[config.mk]
export PLATFORM = sky130hd
export DESIGN_NAME = mrxc_csr
export DESIGN_NICKNAME = d
export VERILOG_FILES = /design/src/design/mrxc_pkg.sv /design/src/design/mrxc_csr.sv
export SDC_FILE = /design/constraint.sdc
export NUM_CORES = 1
export LEC_CHECK = 0
export BUFFER_PORTS_ARGS = -buffer_cell sky130_fd_sc_hd__buf_2
export CAP_MARGIN = 20
export CORE_MARGIN = 2
export CORE_UTILIZATION = 45
export DETAILED_ROUTE_END_ITERATION = 6
export GPL_TIMING_DRIVEN = 0
export PLACE_DENSITY_LB_ADDON = 0.3
export SETUP_SLACK_MARGIN = 0.05
export SYNTH_ARGS = -nofsm -noshare
export SYNTH_HDL_FRONTEND = slang
export SYNTH_SLANG_ARGS = --single-unit
[constraint.sdc]
create_clock -name clock -period 1.1 [get_ports clock]
set_input_delay 0.055 -clock clock [delete_from_list [all_inputs] [get_ports clock]]
set_output_delay 0.055 -clock clock [all_outputs]
set_load 0.005 [all_outputs]
[src/design/mrxc_pkg.sv]
package mrxc_pkg;

   localparam int DIMS          = 4;
   localparam int WORD_W        = 64;
   localparam int IDX_W         = 16;
   localparam int PROD_W        = 48;
   localparam int REM_W         = IDX_W + 1;
   localparam int BITS_PER_STEP = 4;
   localparam int STEPS_PER_DIV = WORD_W / BITS_PER_STEP;
   localparam int NSTAGE        = DIMS * STEPS_PER_DIV;

   typedef enum logic {
      FUNC_FLATTEN   = 1'b0,
      FUNC_UNFLATTEN = 1'b1
   } func_type;

   typedef enum logic [2:0] {
      REG_RANK  = 3'd0,
      REG_DIM_0 = 3'd1,
      REG_DIM_1 = 3'd2,
      REG_DIM_2 = 3'd3,
      REG_DIM_3 = 3'd4
   } reg_index_type;

   // sizes of unused dimensions read as one
   typedef struct packed {
      logic [2:0]                  rank;
      logic [DIMS-1:0][IDX_W-1:0]  size;
   } cfg_type;

   typedef struct packed {
      func_type                    func;
      logic [WORD_W-1:0]           quo;
      logic [REM_W-1:0]            rem;
      logic [DIMS-1:0][IDX_W-1:0]  idx;
      logic [WORD_W-1:0]           lin;
      logic [PROD_W-1:0]           prod;
   } stage_type;

   typedef struct packed {
      logic [WORD_W-1:0]           lin;
      logic [DIMS-1:0][IDX_W-1:0]  idx;
   } result_type;

endpackage

[src/design/mrxc_csr.sv]
module mrxc_csr #(
   parameter int MAX_RANK = 4
) (
   input  logic                  clock,
   input  logic                  reset,
   input  logic                  psel,
   input  logic                  penable,
   input  logic                  pwrite,
   input  logic [4:0]            paddr,
   input  logic [31:0]           pwdata,
   output logic [31:0]           prdata,
   output mrxc_pkg::cfg_type     cfg
);

   localparam int LIM = (MAX_RANK < mrxc_pkg::DIMS) ? MAX_RANK : mrxc_pkg::DIMS;

   logic [2:0]                                       rank_ff, rank_in;
   logic [mrxc_pkg::DIMS-1:0][mrxc_pkg::IDX_W-1:0]   dim_ff, dim_in;
   mrxc_pkg::reg_index_type                          sel;
   logic                                             wr;
   logic [2:0]                                       used;

   assign sel = mrxc_pkg::reg_index_type'(paddr[4:2]);
   assign wr  = psel & penable & pwrite;

   always_comb begin
      rank_in = rank_ff;
      dim_in  = dim_ff;
      if (wr) begin
         case (sel)
            mrxc_pkg::REG_RANK:  rank_in   = pwdata[2:0];
            mrxc_pkg::REG_DIM_0: dim_in[0] = pwdata[15:0];
            mrxc_pkg::REG_DIM_1: dim_in[1] = pwdata[15:0];
            mrxc_pkg::REG_DIM_2: dim_in[2] = pwdata[15:0];
            mrxc_pkg::REG_DIM_3: dim_in[3] = pwdata[15:0];
            default: ;
         endcase
      end
   end

   always_ff @(posedge clock) begin
      if (reset) begin
         rank_ff <= 3'd4;
         for (int k = 0; k < mrxc_pkg::DIMS; k++) dim_ff[k] <= 16'd1;
      end else begin
         rank_ff <= rank_in;
         dim_ff  <= dim_in;
      end
   end

   always_comb begin
      case (sel)
         mrxc_pkg::REG_RANK:  prdata = {29'd0, rank_ff};
         mrxc_pkg::REG_DIM_0: prdata = {16'd0, dim_ff[0]};
         mrxc_pkg::REG_DIM_1: prdata = {16'd0, dim_ff[1]};
         mrxc_pkg::REG_DIM_2: prdata = {16'd0, dim_ff[2]};
         mrxc_pkg::REG_DIM_3: prdata = {16'd0, dim_ff[3]};
         default:             prdata = 32'd0;
      endcase
   end

   // rank clamped to one..limit
   always_comb begin
      if (rank_ff == 3'd0)            used = 3'd1;
      else if (rank_ff > 3'(LIM))     used = 3'(LIM);
      else                            used = rank_ff;
      cfg.rank = used;
      for (int k = 0; k < mrxc_pkg::DIMS; k++) begin
         cfg.size[k] = (3'(k) < used) ? dim_ff[k] : 16'd1;
      end
   end

endmodule

---- After elaboration in Yosys (flattened, before gate mapping) ----
Cells that the tools add are included.
word-level totals
  logic and storage cells ................. 30
  memories kept ........................... 0
  flip-flop bits (word level) ............. 67
  bits in writable memories ............... 0
  output and inout port bits .............. 99
  bits in latches ......................... 0
  ROM bits ................................ 0
  input bits .............................. 42
operators by class
  muxes and demuxes ....................... 7
  shift operators ......................... 0
  add/sub/neg operators ................... 0
  bitwise logic cells ..................... 2
  reductions and logical operators ........ 7
  $mul .................................... 0
  equal/unequal tests ..................... 4
  magnitude comparators ................... 5
  divide/modulo/power cells ............... 0
operators with widths
  operator                                            number
  one-hot mux 16 bit (5 select lines)                 1
  two-way mux 16 bit                                  4
  AND reduction 2 bit                                 5
  == test 3 x 2 -> 1 bit (second input constant)      2
  logical NOT 3 bit                                   2
  < comparator 1 x 3 -> 1 bit (first input constant)  2
  < comparator 2 x 3 -> 1 bit (first input constant)  2
  two-way mux 3 bit                                   2
  == test 3 x 1 -> 1 bit (second input constant)      1
  == test 3 bit (second input constant)               1
  > comparator 3 bit (second input constant)          1
  bitwise AND 1 bit                                   2

---- Logic depth before layout (Yosys ltp) ----
  depth in word-level cells ............... 5
  depth in mapped cells ................... 5
  mapped depth without buffers ............ 3

---- Worst setup path after synthesis ----
OpenSTA, ideal clock, no wires.
  path kind ............................... register -> output
  from .................................... reg rank_ff[1]
  to ...................................... out cfg[32] in the netlist's numbering
  buffers on the path ..................... 1
  required time ........................... 1.045 ns
  path slack .............................. -0.083 ns
  stages on the path, launching flop included .. 4
  arrival ................................. 1.128 ns
  path through ............................ dfxtp_1 a21oi_1 clkbuf_1 or2_2
RTL lines
  element                   line            text
  start: declaration        mrxc_csr.sv:17  logic [2:0] rank_ff, rank_in;
  start signal: assignment  mrxc_csr.sv:46  rank_ff <= rank_in;
  end: declaration          mrxc_csr.sv:12  output mrxc_pkg::cfg_type cfg

==> impl_metrics.yaml <==
run_status:
  status: "finished with violations"
  failed_checks: "setup timing"
placement:
  place_inst: 637
  post-place-ws_ps: -578
  io_buffers: 103
  hpwlAfterDp_um: 7730
  place_congestion: 0.850
critical_path:
  worstPathRequired_ps: 1040
  critical_path.slowest_cell: "dfxtp_4"
  crit_chain: "a21oi_4, buf_8, buf_12, nor2b_1, buf_2"
  crit_buf_inv: 3
  critical_path_class: "flop to output port"
  regToRegSetupSlack_ps: 100
  worst_path_largest_cell_delay_ps: 370
  critPathArrivalTime_ps: 1410
  cp-start-kind: "flop"
  crit_family: "buffers and inverters"
  cp_max_fo: 5
  end_kind: "output port"
timing:
  fin_skew_ps: 0
  setup_violations: 66
  rsz0062_at_grt: "true"
  slew_violations: 0
  finalHoldViolCount: 0
  holdWs_ps: 0.382
  fmax_ghz: 0.681
  worst_slew_pin_slew_ps: 621
  min_period_over_period_pct: 134
  finalWorstSetupSlack_ps: -369
  slew_headroom_pct: 58.6
  finalCriticalPeriod_ps: 1470
cells_and_area:
  areaGrowthSynthToFinish_pct: 42.0
  final_nets: 608
  final_common_cell: "buf_2"
  most-common-layout-cells: "buf_2 (101), nand2b_1 (79), mux2i_1 (72)"
  antenna_cells: 0
  layoutNonFillerInstCount: 676
  final_core_util_pct: 65.4
  drive_above_1_share_pct: 44.7
clock_tree:
  root_buffer: "clkbuf_8"
  h-tree-depth: 3
  cts_tree: "yes"
  clock_latency_ps: 350
  clk_path_buf_depth: 2
  clkSinkCount: 67
  numCtsBuffers: 9
  clkTransAtPathRegs_ps: 70
floorplanning:
  die_h_um: 95.2
  die_x_um: 95.2
  io-pin-count: 141
  num_rows: 33
  start_util_pct: 46.0
  die_area_um2: 9060
  core_um2: 8130
pwr:
  vdd_drop_max_uv: 633
  p_per_area_nw_per_um2: 967
  power_mw: 5.14
  p_leak_nw: 2.65
route:
  routed_wirelength_um: 11900
  drcViolationCount: 0
  wire_per_inst_um: 17.6
  via_per_inst: 5.04
  num_vias: 3406
  drtIter0Drc: 155
  firstDrtPassIters: 4
  ant_nets: 0
global_routing:
  grt_max_degree: 11
  grt.total_usage_pct: 26.0
  gr-total-overflow: 0
  grt_util_met1_pct: 33.7
  grt_util_met3_pct: 3.95
  met2_usage_pct: 42.9
  grt.busiest_layer: "met2"
  grt_pass1_vias: 3248
  grt_pass1_wl_um: 17400
  grt_antenna_before_repair: 0
synthesis:
  yosysSeqAreaShare_pct: 35.8
  syn_area_per_cell_um2: 9.04
  yosys.area.top_type: "dfxtp_1"
  synth_cell_types: 27
  synthCells: 414
  yosys-top-cells-area: "dfxtp_1 (36%), mux2i_1 (19%), nand2b_1 (13%), nor2b_1 (5.5%), mux2_2 (4.2%)"
  yosys_warnings: 0
  synth-seq-cells: 67
  synth_area_um2: 3740
  synth_top_cell_area_share_pct: 35.8
flow_run:
  drv_cap: 0
worst_hold_path:
  hold_path.class: "primary input to flop"
[routing by layer]
layer,up-vias,wire length [um],share of wire [%]
li1,1636,-,-
met1,1602,5340,45
met2,144,5550,47
met5,-,0,0
met4,0,295,2.5
met3,24,689,5.8
[cell families (layout without fill, tap and decap cells)]
kind of cell	count (synthesis)	after routing	synth area share, %
other	1	16	0.100
AND/OR/NAND/NOR	162	162	25.9
AO/OA/AOI/OAI	35	35	5.78
buffers and inverters	63	205	8.92
flip-flops	67	67	35.8
multiplexers	86	86	23.5
[tightest hold or removal path, stage by stage]
cell	delay, ps
buf_2	100
nor2_1	40
mux2i_1	110
[Yosys cell counts]
| master | number |
|---|---|
| clkbuf_2 | 1 |
| nand2_1 | 16 |
| or2_2 | 2 |
| nor2b_1 | 33 |
| nand2b_1 | 79 |
| conb_1 | 1 |
| mux2_2 | 14 |
| a21oi_1 | 2 |
| o21a_1 | 2 |
| mux2i_1 | 72 |
| a22oi_1 | 13 |
| or3b_1 | 1 |
| and4b_1 | 1 |
| nor3_2 | 1 |
| nand4_1 | 1 |
| buf_6 | 3 |
| nor3b_1 | 2 |
| o21ai_0 | 17 |
| nor2_1 | 8 |
| dfxtp_1 | 67 |
| o311ai_0 | 1 |
| nand3b_1 | 3 |
| inv_1 | 1 |
| clkbuf_1 | 35 |
| buf_2 | 5 |
| buf_4 | 18 |
| and2_1 | 15 |
[report_power, final]
group	internal (mW)	switching (mW)
registers	2.44	0.0154
clock network	1.24	0.925
logic	0.244	0.284
total	3.92	1.22
[worst paths after layout]
| check | from | endpoint | depth (start not counted) |
|---|---|---|---|
| setup / recovery | rank_ff[1]$_SDFFE_PP0P_ | cfg[39] | 5 |
| hold / removal | pwdata[2] | rank_ff[2]$_SDFFE_PP1P_ | 3 |
| setup reg to reg | rank_ff[2]$_SDFFE_PP1P_ | rank_ff[2]$_SDFFE_PP1P_ | 4 |
| hold reg to reg | dim_ff[11]$_SDFFE_PP0P_ | dim_ff[11]$_SDFFE_PP0P_ | 2 |
[metrics by stage]
step | setup TNS (ps) | cell area, um2
floorplan | 0 | 3840
global placement | -23930 | 4490
detailed placement | -26770 | 4490
CTS | -17420 | 5170
global route | -20380 | 5320
finish | -18370 | 5320
[final cells by class]
class | instances | area, um2
fill | 692 | 2820
multi-input combinational | 299 | 2380
sequential | 67 | 1380
timing repair buffer | 128 | 782
buffer | 60 | 435
clock buffer | 15 | 176
tap | 105 | 131
clock inverter | 1 | 30.0
inverter | 1 | 3.75
[sequential cells by signal, indices dropped and copies added (netlist names)]
name / flops
dim_ff: 64
rank_ff: 3
[what timing repair did]
action,in CTS,in global routing
pin swaps,5,5
cloned,1,0
buffers inserted,17,6
setup endpoints to repair,77,78
hold buffers,1,0
hold endpoints to repair,1,0
resized for setup,88,33
Note: power is estimated with default switching activity, not from simulation.
