$ cat config.mk
export PLATFORM = sky130hd
export DESIGN_NAME = mrxc_step
export DESIGN_NICKNAME = d
export VERILOG_FILES = /design/src/design/mrxc_pkg.sv /design/src/design/mrxc_step.sv
export SDC_FILE = /design/constraint.sdc
export NUM_CORES = 2
export LEC_CHECK = 0
export BUFFER_PORTS_ARGS = -buffer_cell sky130_fd_sc_hd__clkbuf_2
export CAP_MARGIN = 20
export CORE_MARGIN = 4
export CORE_UTILIZATION = 40
export CTS_CLUSTER_SIZE = 12
export DETAILED_ROUTE_END_ITERATION = 10
export SLEW_MARGIN = 20
export SYNTH_ARGS = -nofsm -noshare
export SYNTH_HDL_FRONTEND = slang
export SYNTH_SLANG_ARGS = --single-unit
$ cat constraint.sdc
create_clock -name clock -period 14.11 [get_ports clock]
set_clock_uncertainty 0.2 [all_clocks]
set_input_delay 0.7055 -clock clock [delete_from_list [all_inputs] [get_ports clock]]
set_output_delay 0.7055 -clock clock [all_outputs]
set_load 0.1 [all_outputs]
$ cat src/design/mrxc_pkg.sv
package mrxc_pkg;

   localparam int DIMS          = 4;
   localparam int WORD_W        = 64;
   localparam int IDX_W         = 16;
   localparam int PROD_W        = 48;
   localparam int REM_W         = IDX_W + 1;
   localparam int BITS_PER_STEP = 4;
   localparam int STEPS_PER_DIV = WORD_W / BITS_PER_STEP;
   localparam int NSTAGE        = DIMS * STEPS_PER_DIV;

   typedef enum logic {
      FUNC_FLATTEN   = 1'b0,
      FUNC_UNFLATTEN = 1'b1
   } func_type;

   typedef enum logic [2:0] {
      REG_RANK  = 3'd0,
      REG_DIM_0 = 3'd1,
      REG_DIM_1 = 3'd2,
      REG_DIM_2 = 3'd3,
      REG_DIM_3 = 3'd4
   } reg_index_type;

   // sizes of unused dimensions read as one
   typedef struct packed {
      logic [2:0]                  rank;
      logic [DIMS-1:0][IDX_W-1:0]  size;
   } cfg_type;

   typedef struct packed {
      func_type                    func;
      logic [WORD_W-1:0]           quo;
      logic [REM_W-1:0]            rem;
      logic [DIMS-1:0][IDX_W-1:0]  idx;
      logic [WORD_W-1:0]           lin;
      logic [PROD_W-1:0]           prod;
   } stage_type;

   typedef struct packed {
      logic [WORD_W-1:0]           lin;
      logic [DIMS-1:0][IDX_W-1:0]  idx;
   } result_type;

endpackage

$ cat src/design/mrxc_step.sv
module mrxc_step #(
   parameter int STEP = 0
) (
   input  logic                  clock,
   input  logic                  reset,
   input  logic                  en,
   input  mrxc_pkg::cfg_type     cfg,
   input  logic                  vin,
   input  mrxc_pkg::stage_type   din,
   output logic                  vout,
   output mrxc_pkg::stage_type   dout
);

   localparam int  K     = mrxc_pkg::DIMS - 1 - STEP / mrxc_pkg::STEPS_PER_DIV;
   localparam bit  FIRST = (STEP % mrxc_pkg::STEPS_PER_DIV) == 0;
   localparam int  KDONE = (K == mrxc_pkg::DIMS - 1) ? K : K + 1;

   logic                          vld_ff, vld_in;
   mrxc_pkg::stage_type           dat_ff, dat_in;
   logic [mrxc_pkg::REM_W-1:0]    rem_w;
   logic [mrxc_pkg::WORD_W-1:0]   quo_w;
   logic [mrxc_pkg::REM_W-1:0]    dvs;
   logic [31:0]                   m_a, m_b;
   logic [mrxc_pkg::PROD_W-1:0]   m_c;
   logic [mrxc_pkg::WORD_W-1:0]   m_d;

   assign dvs = {1'b0, cfg.size[K]};

   always_comb begin
      dat_in = din;
      rem_w  = FIRST ? '0 : din.rem;
      quo_w  = din.quo;
      m_a    = '0;
      m_b    = '0;
      m_c    = '0;
      m_d    = '0;
      if (din.func == mrxc_pkg::FUNC_UNFLATTEN) begin
         // a new divisor starts: the last one's remainder is final
         if (FIRST && STEP != 0) dat_in.idx[KDONE] = din.rem[mrxc_pkg::IDX_W-1:0];
         for (int b = 0; b < mrxc_pkg::BITS_PER_STEP; b++) begin
            rem_w = {rem_w[mrxc_pkg::IDX_W-1:0], quo_w[mrxc_pkg::WORD_W-1]};
            quo_w = {quo_w[mrxc_pkg::WORD_W-2:0], 1'b0};
            if (rem_w >= dvs) begin
               rem_w    = rem_w - dvs;
               quo_w[0] = 1'b1;
            end
         end
         dat_in.rem = rem_w;
         dat_in.quo = quo_w;
      end else begin
         if (STEP == 0) begin
            m_a         = din.idx[2] * cfg.size[3];
            m_b         = cfg.size[2] * cfg.size[3];
            dat_in.lin  = 64'(din.idx[3]) + 64'(m_a);
            dat_in.prod = 48'(m_b);
         end else if (STEP == 1) begin
            m_c         = din.idx[1] * din.prod[31:0];
            dat_in.lin  = din.lin + 64'(m_c);
            dat_in.prod = cfg.size[1] * din.prod[31:0];
         end else if (STEP == 2) begin
            m_d         = din.idx[0] * din.prod;
            dat_in.lin  = din.lin + m_d;
         end
      end
   end

   assign vld_in = en ? vin : vld_ff;

   always_ff @(posedge clock) begin
      if (reset) vld_ff <= 1'b0;
      else       vld_ff <= vld_in;
   end

   always_ff @(posedge clock) begin
      if (en) dat_ff <= dat_in;
   end

   assign vout = vld_ff;
   assign dout = dat_ff;

endmodule

**Word level (Yosys, flattened, before mapping)**

Index checks and enable logic that the tools add are counted.

- Register bits: 259
- Bits of input ports: 329
- Output and inout port bits: 259
- Logic and storage cells: 35

- Add/subtract/negate cells: 5
- Multiply operators: 2
- Order comparisons: 4
- Muxes and demuxes: 13

Operators by type and width:

| operator | number |
|---|---|
| 112-bit 2-to-1 mux | 1 |
| 16-bit 2-to-1 mux | 6 |
| 81-bit 2-to-1 mux | 1 |
| 16-bit by 16-bit multiplier with 32-bit output | 2 |
| 17-bit by 16-bit >= comparator with 1-bit output | 3 |
| 16-bit by 32-bit adder with 33-bit output | 1 |
| 16-bit subtractor | 2 |
| 17-bit 2-to-1 mux | 1 |
| 17-bit by 16-bit subtractor with 17-bit output | 1 |
| 1-bit by 16-bit >= comparator with 1-bit output | 1 |
| 1-bit by 16-bit subtractor with 16-bit output | 1 |
| 1-bit 2-to-1 mux | 4 |

**Depth between registers and ports, before layout**

- Depth after elaboration: 12
- Depth in mapped cells: 37
- Gate-level depth less buffers: 36

**Worst setup path before layout**

Ideal clock, no wire load.

- Kind: input -> register
- From: input cfg[49] (netlist bit)
- To: register dat_ff, in the netlist dout[186] (data pin)
- Library setup time: 0.259 ns
- Data arrival time: 8.349 ns
- Required time: 13.651 ns
- Slack: 5.302 ns
- Stages: 34
- Buffers on the path: 5
- Cell sequence: buf_4 > clkbuf_1 > inv_1 > ha_1 > nor2_1 > clkbuf_1 > nor3_1 > ha_1 > clkbuf_1 > nand3_1 > nor4_2 > o21ai_0 > nor2_2 > a211o_1 > buf_2 > mux2_2 > ha_1 > o21a_1 > o31a_1 > o311ai_2 > a31o_2 > o21ai_0 > a211o_1 > mux2i_1 > ha_1 > nor2b_1 > o31ai_1 > a211oi_1 > o311ai_0 > a31oi_1 > nor2_1 > o221ai_4 > and3_1 > a211o_1

RTL lines:

| element | line | source |
|---|---|---|
| from (decl) | mrxc_step.sv:7 | `input mrxc_pkg::cfg_type cfg,` |
| to (signal assigned) | mrxc_step.sv:75 | `if (en) dat_ff <= dat_in;` |
| to (decl) | mrxc_step.sv:19 | `mrxc_pkg::stage_type dat_ff, dat_in;` |

==> reports/metrics.csv <==
stage,metric,value,unit
route,routed vias/inst,5.14,
worst_setup_path,critical path arrival,11.00,ns
power,worst vdd ir,0.253,mV
power,P_sw,4.54,mW
cts,CTS tree,yes,
worst_setup_path,critical path launch point type,primary input,
cells_and_area,fin nets,4535,
cells_and_area,Multi-input gate area,0.0201,sq mm
worst_setup_path,Reg-to-Reg End,vout$_SDFFE_PP0P_,
cts,clk root buf,clkbuf_16,
global_routing,first-pass GRT wire length,141,mm
cells_and_area,Final Cell Area,0.0351,sq mm
logic_synthesis,synthesized area per cell,9.93,sq um
floorplanning,Die Ht,284,um
cts,Num Clock Sinks,259,
cts,CTS resizes,0,
power,sw frac,0.533,
worst_setup_path,crit-path most repeated cell,ha_1,
floorplanning,Initial Util,0.406,
global_routing,number of antenna violations at the first check in global routing,2,
power,Comb pwr share,0.765,
sta,hold_ws,0.121,ns
cts,postcts setup bufs,0,
worst_setup_path,worst r2r path cells,2,
worst_setup_path,Critical R2R Launch,vout$_SDFFE_PP0P_,
sta,Tmin final,10.91,ns
global_routing,largest net degree at the start of global routing,81,
worst_setup_path,Worst EP required,14.20,ns
placement,IO Port Bufs,552,
cts,"Hold-fix buffers, CTS",0,
placement,Post-DP Area,0.0340,sq mm
floorplanning,Core ar.,0.0748,sq mm
cts,# H-tree levels,2,
global_routing,vias in the first global route,24400,
sta,Tcrit/Tclk final,0.773,
power,register share of total power,0.133,
logic_synthesis,library cells used by synthesis,79,
power,Int Pwr,3.97,mW
power,P_leak,16.9,nW
logic_synthesis,net count of the mapped netlist,4058,
hold_path,min-delay worst type,primary input to flip-flop,
route,TritonRoute pass-1 iters,5,
worst_setup_path,max incr delay on CP,0.80,ns
floorplanning,io pins,588,
worst_setup_path,critical path endpoint category,flip-flop,
cts,clock buffer count from CTS,34,
sta,RSZ-0062 raised after global routing,no,
logic_synthesis,"EDFF count, synth",258,
run_status,outcome,"finished, final reports clean",
global_routing,global route overflow,0,
route,Iter 0 DRT Violations,1191,
worst_setup_path,Crit Path Max Fanout,38,
sta,Final Hold Viols,0,
sta,Max Slew Vio Count,0,
global_routing,Total Routing Usage GR,0.222,
cells_and_area,Layout fillers,7181,
route,final antenna-violating net count,0,
logic_synthesis,Ys Warns,0,
route,DR DRC count,0,
route,routed len/inst,19.8,um
worst_setup_path,critical path type,primary input to flip-flop,
cells_and_area,share of layout cells above drive strength 1,0.203,
cells_and_area,Ant. Diodes,0,
sta,worst slew pin tran,1.05,ns
cts,Worst-Skew Late Latency,0.54,ns
flow_run,Max Cap Viol,0,
worst_setup_path,CP max stage cell,nor2_1,
cts,Worst-path clk slew,0.06,ns
power,Power Density,243,mW/mm^2
logic_synthesis,Synth Flop Type,edfxtp_1,
power,clock share of power,0.102,
placement,HPWL after DPL,69.2,mm
floorplanning,Cell Rows,100,
hold_path,Hold Crit Start,reset,
sta,final setup violation count,0,
sta,fmax,0.0917,GHz
logic_synthesis,synthesized cell area,0.0304,sq mm
floorplanning,die area,0.0804,sq mm
logic_synthesis,"Seq/Total Area, Yosys",0.256,
sta,setup_tns,0,ns
logic_synthesis,"FFs w/ async S/R, synth",0,
worst_setup_path,reg2reg setup slack,13.32,ns
route,via count,23300,
sta,Slew HR,0.299,
cells_and_area,Reg area,0.00777,sq mm
cts,clock tree buffer depth,3,
hold_path,WHS Endpoint,vout$_SDFFE_PP0P_,
logic_synthesis,Seq cells post-synth,259,
route,overall routed net length,89.8,mm
floorplanning,Chip Width,284,um
hold_path,Worst Hold Path Cells,2,
placement,routability cong.,0.908,
cells_and_area,area growth from synthesis to layout,15.5,%
logic_synthesis,Cells after Synth,3058,
## layout make-up
cell class / instances / area share
clock buffer: 44 / 0.0253
clock inverter: 16 / 0.00596
inverter: 516 / 0.0552
multi-input combinational: 2148 / 0.573
sequential: 259 / 0.221
tap: 969 / 0.0346
timing repair buffer: 576 / 0.0845
## kinds of logic after synthesis
| kind of cell | count (synthesis) | synth area share |
|---|---|---|
| multiplexers | 91 | 0.0331 |
| adder cells (fa/ha/maj) | 671 | 0.377 |
| AND/OR/NAND/NOR | 927 | 0.147 |
| flip-flops | 259 | 0.256 |
| XOR/XNOR | 76 | 0.0219 |
| buffers and inverters | 651 | 0.0824 |
| AO/OA/AOI/OAI | 383 | 0.0829 |
## metal layers
layer,track usage,routed length (um),vias up
met5,0,32,-
met1,0.292,38500,11600
met3,0.0469,5960,117
met4,0.0570,2320,4
met2,0.376,43000,737
li1,-,-,10900
## worst max-delay path, delay by kind of cell
family	cells	cell delay (ns)
AOI/OAI and AO/OA	14	4.49
muxes	2	0.80
buffers and inverters	3	0.86
and+or+nand+nor	8	2.61
adders and majority gates	4	1.47
## placed cells by master, fill, tap and decap left out, types with 11 or more instances in the layout
cell	n
ha_1	263
clkbuf_2	550
mux2i_1	18
or3_1	12
nand4_1	11
a21oi_1	85
a211oi_1	22
inv_1	516
nor2_1	89
xnor2_1	42
nand3_1	18
o211ai_1	12
xor2_1	34
a211o_1	13
fa_1	408
and3_1	12
nand2_1	463
a21o_1	31
clkbuf_16	34
and2_1	219
nor3_1	39
nor2b_1	19
o31ai_1	13
o21a_1	36
buf_4	24
mux2_2	70
o21ai_0	102
edfxtp_1	258
## flip-flops by register name, indices dropped and copies added, names as in the netlist
| register | cells |
|---|---|
| dout | 258 |
| vout | 1 |
## power by group through the flow
| stage | combinational (mW) | sequential [mW] | clock [mW] |
|---|---|---|---|
| final | 6.51 | 1.13 | 0.872 |
| after global routing | 7.34 | 1.14 | 0.931 |
| after CTS | 6.59 | 1.13 | 0.901 |
| after detailed placement | 6.54 | 1.14 | 0 |
| after global placement | 6.52 | 1.14 | 0 |
| after floorplan | 4.06 | 2.06 | 0 |
## synthesized netlist by cell type (all sizes together), types with 5 or more instances
cell	count	area share
a211o	13	0.0037
a211oi	22	0.0054
a21o	31	0.0077
a21oi	87	0.015
a22o	5	0.0014
a31oi	10	0.0021
and2	219	0.045
and3	12	0.0025
buf	18	0.0042
clkbuf	117	0.014
edfxtp	258	0.26
fa	408	0.27
ha	263	0.11
inv	516	0.064
mux2	72	0.027
mux2i	19	0.0064
nand2	463	0.057
nand2b	9	0.0019
nand3	18	0.0030
nand4	12	0.0027
nor2	90	0.011
nor2b	19	0.0039
nor3	40	0.0070
nor3b	5	0.0012
nor4	12	0.0043
o211ai	13	0.0034
o21a	36	0.0089
o21ai	104	0.017
o21bai	6	0.0015
o31a	5	0.0014
o31ai	14	0.0036
or2	6	0.0012
or3	14	0.0032
xnor2	42	0.012
xor2	34	0.0098
## worst max-delay path by stage
stage	startpoint	endpoint	slack (ns)	depth (start not counted)
floorplan	cfg[49]	dout[186]$_DFFE_PP_	5.30	34
global placement	cfg[49]	dout[186]$_DFFE_PP_	2.84	31
detailed placement	cfg[49]	dout[186]$_DFFE_PP_	2.80	31
CTS	cfg[49]	dout[186]$_DFFE_PP_	3.35	31
global route	cfg[49]	dout[186]$_DFFE_PP_	2.59	31
finish	cfg[49]	dout[186]$_DFFE_PP_	3.20	31
## metrics by stage
step                setup slack (ns)  power [mW]  utilization  std cells
floorplan                       5.30        6.13            -       3058
global route                    2.59        9.41        0.469       4528
global placement                2.84        7.66        0.454       4468
finish                          3.20        8.51        0.469       4528
detailed placement              2.80        7.68        0.454       4468
CTS                             3.35        8.62        0.469       4528
(Power assumes the default switching activity.)
